### config.mk
export PLATFORM = sky130hd
export DESIGN_NAME = tfn_ctrl
export DESIGN_NICKNAME = d
export VERILOG_FILES = /design/src/hw/rtl/tfn_pkg.sv /design/src/hw/rtl/tfn_ctrl.sv
export SDC_FILE = /design/constraint.sdc
export NUM_CORES = 1
export LEC_CHECK = 0
export BUFFER_PORTS_ARGS = -buffer_cell sky130_fd_sc_hd__buf_4
export CAP_MARGIN = 20
export CORE_MARGIN = 1
export CORE_UTILIZATION = 50
export DETAILED_ROUTE_END_ITERATION = 7
export PLACE_DENSITY = 0.74
export SLEW_MARGIN = 20
export SYNTH_ARGS = -nofsm -noshare
export SYNTH_HDL_FRONTEND = slang
export SYNTH_SLANG_ARGS = --single-unit
### constraint.sdc
create_clock -name aclk -period 2.5 [get_ports aclk]
set_clock_uncertainty 0.1 [all_clocks]
set_input_delay 0.625 -clock aclk [delete_from_list [all_inputs] [get_ports aclk]]
set_output_delay 0.625 -clock aclk [all_outputs]
set_load 0.01 [all_outputs]
### src/hw/rtl/tfn_pkg.sv
// ----------------------------------------------------------------------------
// tfn_pkg
// Shared types and constants for the triangle face normal unit.
// ----------------------------------------------------------------------------
package tfn_pkg;

    localparam int VERTEX_DEPTH = 1024;
    localparam int ADDR_W       = $clog2(VERTEX_DEPTH);
    localparam int VERT_W       = 48;

    localparam logic ACT_WRITE = 1'b0;
    localparam logic ACT_FACE  = 1'b1;

    typedef struct packed {
        logic              action;
        logic [9:0]        vertex_index;
        logic signed [15:0] coord_x;
        logic signed [15:0] coord_y;
        logic signed [15:0] coord_z;
        logic [9:0]        corner_a;
        logic [9:0]        corner_b;
        logic [9:0]        corner_c;
        logic              last_face;
    } in_item_t;

    typedef struct packed {
        logic signed [15:0] normal_x;
        logic signed [15:0] normal_y;
        logic signed [15:0] normal_z;
        logic              degenerate;
        logic              last;
    } out_item_t;

    typedef struct packed {
        logic signed [15:0] x;
        logic signed [15:0] y;
        logic signed [15:0] z;
    } vertex_t;

    typedef enum logic [3:0] {
        ST_IDLE,
        ST_RD_A,
        ST_RD_B,
        ST_RD_C,
        ST_CAP_C,
        ST_MUL,
        ST_CHK,
        ST_SQRT,
        ST_DIV,
        ST_OUT
    } ctl_state_t;

    typedef enum logic [3:0] {
        OP_NONE,
        OP_WRITE,
        OP_LATCH,
        OP_RD_A,
        OP_RD_B,
        OP_RD_C,
        OP_CAP_C,
        OP_MUL,
        OP_CHK,
        OP_SQRT,
        OP_DIV_INIT,
        OP_DIV_STEP,
        OP_OUT
    } dp_op_t;

    localparam logic [3:0] MUL_LAST  = 4'd15;
    localparam logic [5:0] SQRT_LAST = 6'd34;
    localparam logic [3:0] DIV_LAST  = 4'd15;
    localparam logic [1:0] COMP_X    = 2'd0;
    localparam logic [1:0] COMP_Y    = 2'd1;
    localparam logic [1:0] COMP_Z    = 2'd2;

    typedef struct packed {
        dp_op_t     op;
        logic [3:0] step;
        logic [1:0] comp;
        logic       last;
    } dp_cmd_t;

    typedef struct packed {
        logic s_zero;
    } dp_status_t;

endpackage

### src/hw/rtl/tfn_ctrl.sv
// ----------------------------------------------------------------------------
// tfn_ctrl
// Sequencer: vertex reads, multiply schedule, square root and divisions.
// ----------------------------------------------------------------------------
module tfn_ctrl (
    input  logic                aclk,
    input  logic                aresetn,
    input  logic                s_valid,
    input  logic                s_action,
    output logic                s_ready,
    output logic                m_valid,
    input  logic                m_ready,
    output tfn_pkg::dp_cmd_t    cmd,
    input  tfn_pkg::dp_status_t status
);
    import tfn_pkg::*;

    ctl_state_t state_reg, state_next;
    logic [5:0] cnt_reg, cnt_next;
    logic [1:0] comp_reg, comp_next;
    logic       m_valid_reg, m_valid_next;

    always_ff @(posedge aclk) begin
        if (!aresetn) begin
            state_reg   <= ST_IDLE;
            cnt_reg     <= '0;
            comp_reg    <= COMP_X;
            m_valid_reg <= 1'b0;
        end else begin
            state_reg   <= state_next;
            cnt_reg     <= cnt_next;
            comp_reg    <= comp_next;
            m_valid_reg <= m_valid_next;
        end
    end

    always_comb begin
        state_next   = state_reg;
        cnt_next     = cnt_reg;
        comp_next    = comp_reg;
        m_valid_next = m_valid_reg & ~m_ready;
        s_ready      = 1'b0;
        cmd.op       = OP_NONE;
        cmd.step     = cnt_reg[3:0];
        cmd.comp     = comp_reg;
        cmd.last     = (cnt_reg[3:0] == DIV_LAST);
        case (state_reg)
            ST_IDLE: begin
                s_ready = 1'b1;
                if (s_valid) begin
                    if (s_action == ACT_FACE) begin
                        cmd.op     = OP_LATCH;
                        state_next = ST_RD_A;
                    end else begin
                        cmd.op = OP_WRITE;
                    end
                end
            end
            ST_RD_A: begin
                cmd.op     = OP_RD_A;
                state_next = ST_RD_B;
            end
            ST_RD_B: begin
                cmd.op     = OP_RD_B;
                state_next = ST_RD_C;
            end
            ST_RD_C: begin
                cmd.op     = OP_RD_C;
                state_next = ST_CAP_C;
            end
            ST_CAP_C: begin
                cmd.op     = OP_CAP_C;
                cnt_next   = '0;
                state_next = ST_MUL;
            end
            ST_MUL: begin
                cmd.op   = OP_MUL;
                cnt_next = cnt_reg + 6'd1;
                if (cnt_reg[3:0] == MUL_LAST) begin
                    state_next = ST_CHK;
                end
            end
            ST_CHK: begin
                cmd.op    = OP_CHK;
                cnt_next  = '0;
                comp_next = COMP_X;
                state_next = status.s_zero ? ST_OUT : ST_SQRT;
            end
            ST_SQRT: begin
                cmd.op   = OP_SQRT;
                cnt_next = cnt_reg + 6'd1;
                if (cnt_reg == SQRT_LAST) begin
                    cnt_next   = '0;
                    state_next = ST_DIV;
                end
            end
            ST_DIV: begin
                cmd.op   = (cnt_reg[3:0] == 4'd0) ? OP_DIV_INIT : OP_DIV_STEP;
                cnt_next = {2'b00, cnt_reg[3:0] + 4'd1};
                if (cnt_reg[3:0] == DIV_LAST) begin
                    cnt_next = '0;
                    if (comp_reg == COMP_Z) begin
                        state_next = ST_OUT;
                    end else begin
                        comp_next = comp_reg + 2'd1;
                    end
                end
            end
            ST_OUT: begin
                // hold until the output register is free
                if (!m_valid_reg || m_ready) begin
                    cmd.op       = OP_OUT;
                    m_valid_next = 1'b1;
                    state_next   = ST_IDLE;
                end
            end
            default: begin
                state_next = ST_IDLE;
            end
        endcase
    end

    assign m_valid = m_valid_reg;

endmodule

Word-level counts from Yosys, hierarchy flattened
Index checks and enable logic that the tools add are counted.
{"block": "totals", "regBits": 13, "latchBits": 0, "ram_bits": 0, "romBits": 0, "output_inout_bits": 13, "elab_cells": 61, "mem_count": 0}
{"block": "classes", "n_addsub": 3, "mul": 0, "div": 0, "magnitude_cmp": 0, "eq_ne": 20, "n_shift": 0, "muxes": 23, "n_bitwise": 2, "reduce_logical": 9}
{"op": "4-bit one-hot mux with 10 select lines", "n": 2}
{"op": "4-bit 2-to-1 mux", "n": 10}
{"op": "6-bit one-hot mux with 4 select lines", "n": 1}
{"op": "4-bit by 3-bit == test with 1-bit output (second input constant)", "n": 4}
{"op": "2-bit != test (second input constant)", "n": 8}
{"op": "4-bit == test (second input constant)", "n": 3}
{"op": "4-bit by 2-bit == test with 1-bit output (second input constant)", "n": 2}
{"op": "4-bit zero test", "n": 2}
{"op": "2-bit 2-to-1 mux", "n": 4}
{"op": "7-bit AND reduction", "n": 1}
{"op": "6-bit by 1-bit adder with 6-bit output (second input constant)", "n": 1}
{"op": "6-bit == test (second input constant)", "n": 1}
{"op": "6-bit 2-to-1 mux", "n": 1}
{"op": "4-bit by 1-bit adder with 4-bit output (second input constant)", "n": 1}
{"op": "4-bit by 1-bit == test with 1-bit output (second input constant)", "n": 1}
{"op": "1-bit 2-to-1 mux", "n": 4}
{"op": "2-bit one-hot mux with 2 select lines", "n": 1}
{"op": "4-bit nonzero test", "n": 1}
{"op": "3-bit AND reduction", "n": 1}
{"op": "2-bit by 1-bit adder with 2-bit output (second input constant)", "n": 1}
{"op": "2-bit == test (second input constant)", "n": 1}
{"op": "2-bit nonzero test", "n": 1}
{"op": "2-bit OR reduction", "n": 1}
{"op": "1-bit AND", "n": 1}
{"op": "other kinds (3)", "n": 3}

Logic depth before layout (Yosys ltp)
{"block": "logic_depth", "ltp_word": 4, "ltp_mapped": 6, "depth_no_buf": 6}

Worst setup path after synthesis
Ideal clock, no wire load.
{"block": "synth_timing", "path_kind": "reg2out", "start": "register state_reg[2]", "end": "output cmd[7] in the netlist's numbering", "arrival_ns": 1.310, "required_ns": 1.775, "setup_slack_ns": 0.465, "path_stages_with_launch": 6, "n_path_buf": 1, "path_cell_list": "dfxtp_1 -> or4b_1 -> buf_2 -> a21oi_1 -> a31oi_1 -> o21ai_0"}
{"item": "start, declared", "line_no": "tfn_ctrl.sv:18", "text": "ctl_state_t state_reg, state_next;"}
{"item": "start signal, assigned", "line_no": "tfn_ctrl.sv:30", "text": "state_reg <= state_next;"}
{"item": "end, declared", "line_no": "tfn_ctrl.sv:13", "text": "output tfn_pkg::dp_cmd_t cmd,"}

==> impl_metrics.xml <==
<?xml version="1.0" encoding="UTF-8"?>
<metrics>
  <group name="outcome">
    <metric name="run_status" unit="">completed</metric>
  </group>
  <group name="clock_network">
    <metric name="cts.hold.buffers_added" unit="">0</metric>
    <metric name="cts_repair_resize_count" unit="">0</metric>
    <metric name="cts_made_buffers" unit="">3</metric>
    <metric name="clock_path_buffers" unit="">2</metric>
    <metric name="worst_setup_hold_path_clk_slew" unit="ns">0.08</metric>
    <metric name="cts_sinks" unit="">13</metric>
    <metric name="post_cts_setup_driven_buffer_insertion_count" unit="">0</metric>
    <metric name="worst_skew_pair.late_latency" unit="ns">0.28</metric>
    <metric name="tritoncts" unit="">done</metric>
    <metric name="cts-htree-levels" unit="">1</metric>
    <metric name="root_buffer" unit="">clkbuf_4</metric>
  </group>
  <group name="placed_design">
    <metric name="final_weighted_congestion_in_routability_driven_placement" unit="">0.767</metric>
    <metric name="place_inst" unit="">158</metric>
    <metric name="dp_hpwl" unit="um">1580</metric>
    <metric name="placed_cell_area" unit="um2">1080</metric>
    <metric name="io_buffers" unit="">18</metric>
  </group>
  <group name="grt">
    <metric name="grt_usage" unit="%">25.7</metric>
    <metric name="grt_pass1_wl" unit="um">3710</metric>
    <metric name="grt_pass1_vias" unit="">805</metric>
    <metric name="overflow" unit="">0</metric>
    <metric name="largest_net_degree_at_the_start_of_global_routing" unit="">17</metric>
    <metric name="antenna_found_initial" unit="">0</metric>
  </group>
  <group name="timing">
    <metric name="rsz0062_at_grt" unit="">false</metric>
    <metric name="worst_pin_slew" unit="ns">0.472</metric>
    <metric name="finalHoldViolCount" unit="">0</metric>
    <metric name="final_setup_violating_endpoints" unit="">0</metric>
    <metric name="timing_max_transition_violations_final" unit="">0</metric>
    <metric name="period_needed" unit="ns">2.34</metric>
    <metric name="timing.final.crit_share" unit="%">93.6</metric>
    <metric name="holdWs" unit="ns">0.407</metric>
    <metric name="timing.slew.headroom" unit="%">68.2</metric>
    <metric name="timing.fmax" unit="MHz">427</metric>
    <metric name="fin_setup_tns" unit="ns">0</metric>
  </group>
  <group name="layout">
    <metric name="share_of_final_layout_standard_cells_stronger_than_drive_strength_1" unit="%">21.2</metric>
    <metric name="syn2layout_area_growth" unit="%">20.0</metric>
    <metric name="fin_nets" unit="">148</metric>
    <metric name="diodes" unit="">0</metric>
    <metric name="finalInstanceArea" unit="um2">1100</metric>
    <metric name="fill_cells" unit="">154</metric>
    <metric name="stdcell_count" unit="">162</metric>
    <metric name="largest_register_ff_count" unit="">6</metric>
  </group>
  <group name="synthesis">
    <metric name="postSynthNetCount" unit="">129</metric>
    <metric name="synth_xor_xnor_area_share" unit="%">3.80</metric>
    <metric name="netlist_area_pre_place" unit="um2">921</metric>
    <metric name="synth_compound_gate_area_share" unit="%">26.5</metric>
    <metric name="muxShareOfSynthArea" unit="%">1.09</metric>
    <metric name="synth_simple_gate_area_share" unit="%">26.1</metric>
    <metric name="synth-adder-area-share" unit="%">5.43</metric>
    <metric name="synthDistinctLibCells" unit="">42</metric>
    <metric name="synth_ff_type" unit="">dfxtp_1</metric>
    <metric name="postSynthCellCount" unit="">119</metric>
    <metric name="main_combinational_cell_family_by_area_after_synthesis" unit="">compound AO/OA/AOI/OAI gates</metric>
    <metric name="ys.warnings.count" unit="">0</metric>
    <metric name="synth.yosys.seq_area_share" unit="%">28.3</metric>
    <metric name="number_of_enable_flip_flop_cells_after_synthesis" unit="">0</metric>
    <metric name="synth_register_bits" unit="">13</metric>
    <metric name="syn-mean-instance-area" unit="um2">7.74</metric>
    <metric name="synth_async_sr_flop_share" unit="%">0</metric>
  </group>
  <group name="routing">
    <metric name="routed_wl" unit="um">2180</metric>
    <metric name="drc" unit="">0</metric>
    <metric name="post_dr_vias_cell" unit="">5.72</metric>
    <metric name="dr.pass1.iters" unit="">4</metric>
    <metric name="drt_iter0_markers" unit="">31</metric>
    <metric name="detail_route.wl_per_cell" unit="um">13.5</metric>
    <metric name="postRouteAntennaNets" unit="">0</metric>
    <metric name="via_count" unit="">927</metric>
  </group>
  <group name="setup_path">
    <metric name="critPathMaxFanout" unit="">15</metric>
    <metric name="worstPathRequired" unit="ns">1.77</metric>
    <metric name="worst_setup_path_end_kind" unit="">output port</metric>
    <metric name="rr_startpoint" unit="">cnt_reg[1]</metric>
    <metric name="critPathMaxStageDelay" unit="ns">0.47</metric>
    <metric name="most_frequent_cell_on_the_critical_path" unit="">buf_4</metric>
    <metric name="worstPathCellList" unit="">buf_4 -&gt; nor4_1 -&gt; a31oi_1 -&gt; o21ai_0 -&gt; buf_4</metric>
    <metric name="critical_path_arrival" unit="ns">1.61</metric>
    <metric name="worstRegToRegCells" unit="">5</metric>
    <metric name="slowest_stage" unit="">nor4_1</metric>
    <metric name="end_of_the_worst_register_to_register_path" unit="">comp_reg[1]</metric>
    <metric name="reg2reg_slack" unit="ns">0.52</metric>
    <metric name="critical_path.startpoint_type" unit="">register</metric>
    <metric name="path_class" unit="">reg2out</metric>
  </group>
  <group name="die">
    <metric name="initial_utilization" unit="%">53.3</metric>
    <metric name="floorplan.die_area" unit="um2">2020</metric>
    <metric name="chipHeight" unit="um">44.9</metric>
    <metric name="row_count" unit="">15</metric>
    <metric name="area_inside_the_core_boundary" unit="um2">1730</metric>
    <metric name="top_level_ports" unit="">19</metric>
    <metric name="fp.dieW" unit="um">44.9</metric>
  </group>
  <group name="hold_path">
    <metric name="hp-start" unit="">comp_reg[0]</metric>
    <metric name="min_delay_path_depth" unit="">2</metric>
    <metric name="hold_end" unit="">comp_reg[0]</metric>
    <metric name="hold_crit_path_type" unit="">reg2reg</metric>
  </group>
  <group name="power">
    <metric name="power.density" unit="nW/um2">500</metric>
    <metric name="fin_total_pwr" unit="uW">553</metric>
    <metric name="irDropWorstVdd" unit="mV">0.280</metric>
    <metric name="leakage" unit="nW">0.429</metric>
  </group>
  <group name="job">
    <metric name="cap_viol_max_count" unit="">0</metric>
  </group>
</metrics>
[per-layer routing]
| metal | GRT usage (%) | wire length (um) | up-vias |
|---|---|---|---|
| met5 | 0 | 0 | - |
| met4 | 9.09 | 12 | 0 |
| met3 | 6.00 | 88 | 2 |
| met2 | 37.9 | 1020 | 26 |
| met1 | 36.6 | 1060 | 429 |
| li1 | - | - | 470 |
[worst max-delay path, delay by kind of cell, from the launching register on]
kind	cells	cell delay [ns]
flip-flops	1	0.31
AND/OR/NAND/NOR	1	0.47
AO/OA/AOI/OAI	2	0.23
buffers and inverters	2	0.32
[area by class of cell]
class	count	area [um2]	area share, %
clock inverter	1	5.00	0.453
tap	25	31.3	2.83
sequential	13	260	23.6
timing repair buffer	24	180	16.3
multi-input combinational	89	579	52.4
clock buffer	3	22.5	2.04
inverter	7	26.3	2.38
[kinds of logic (layout without fill, tap and decap cells)]
logic type	Yosys count	after routing
buffers and inverters	17	35
multiplexers	1	1
adder cells (fa/ha/maj)	4	4
flip-flops	13	13
XOR/XNOR	4	4
AND/OR/NAND/NOR	43	43
AO/OA/AOI/OAI	37	37
[cell usage in the layout, fill, tap and decap left out, drive strengths merged, types with 2 or more instances in the layout]
| master | n |
|---|---|
| nand2b | 3 |
| buf | 24 |
| dfxtp | 13 |
| a21boi | 4 |
| a21oi | 3 |
| nand3 | 4 |
| a31oi | 3 |
| nor3b | 2 |
| nor2 | 5 |
| o21ai | 15 |
| ha | 4 |
| nand2 | 11 |
| inv | 7 |
| xnor2 | 3 |
| o21a | 2 |
| nor2b | 2 |
| nor3 | 3 |
| clkbuf | 3 |
| or4 | 2 |
| nor4b | 2 |
| a211oi | 2 |
| nand4 | 3 |
[cell usage after synthesis, types with 2 or more instances]
| library cell | n | area (um2) |
|---|---|---|
| a21boi_1 | 3 | 22.5 |
| a21oi_1 | 3 | 15.0 |
| a31oi_1 | 3 | 18.8 |
| buf_2 | 2 | 10.0 |
| buf_4 | 4 | 30.0 |
| clkbuf_1 | 4 | 15.0 |
| dfxtp_1 | 13 | 260 |
| ha_1 | 4 | 50.1 |
| inv_1 | 7 | 26.3 |
| nand2_1 | 11 | 41.3 |
| nand2b_1 | 3 | 18.8 |
| nand3_1 | 4 | 20.0 |
| nand4_1 | 3 | 18.8 |
| nor2_1 | 5 | 18.8 |
| nor2b_1 | 2 | 12.5 |
| nor3_1 | 3 | 15.0 |
| nor3b_1 | 2 | 15.0 |
| nor4b_1 | 2 | 17.5 |
| o21a_1 | 2 | 15.0 |
| o21ai_0 | 14 | 70.1 |
| or4_1 | 2 | 15.0 |
| xnor2_1 | 3 | 26.3 |
[where the power goes]
group / leakage (nW) / internal, mW / switching [mW] / total [mW]
clock: 0.0177 / 0.0595 / 0.0769 / 0.136
sequential: 0.105 / 0.216 / 0.00364 / 0.220
combinational: 0.306 / 0.0832 / 0.113 / 0.196
[how the worst max path moves through the flow]
stage | startpoint | endpoint | slack [ns] | cells after the start
after floorplan | state_reg[2] | cmd[7] | 0.46 | 5
after global placement | s_valid | cmd[8] | 0.43 | 4
after detailed placement | s_valid | cmd[8] | 0.38 | 4
after CTS | state_reg[2] | cmd[7] | 0.14 | 5
after global routing | state_reg[2] | cmd[7] | 0.02 | 5
final | state_reg[2] | cmd[7] | 0.16 | 5
[per-stage QoR]
stage	util [%]	setup slack [ns]
finish	64.0	0.160
global route	64.0	0.0156
CTS	64.0	0.143
detailed placement	62.4	0.381
global placement	62.4	0.431
floorplan	-	0.465
Note: power is estimated with default switching activity, not from simulation.
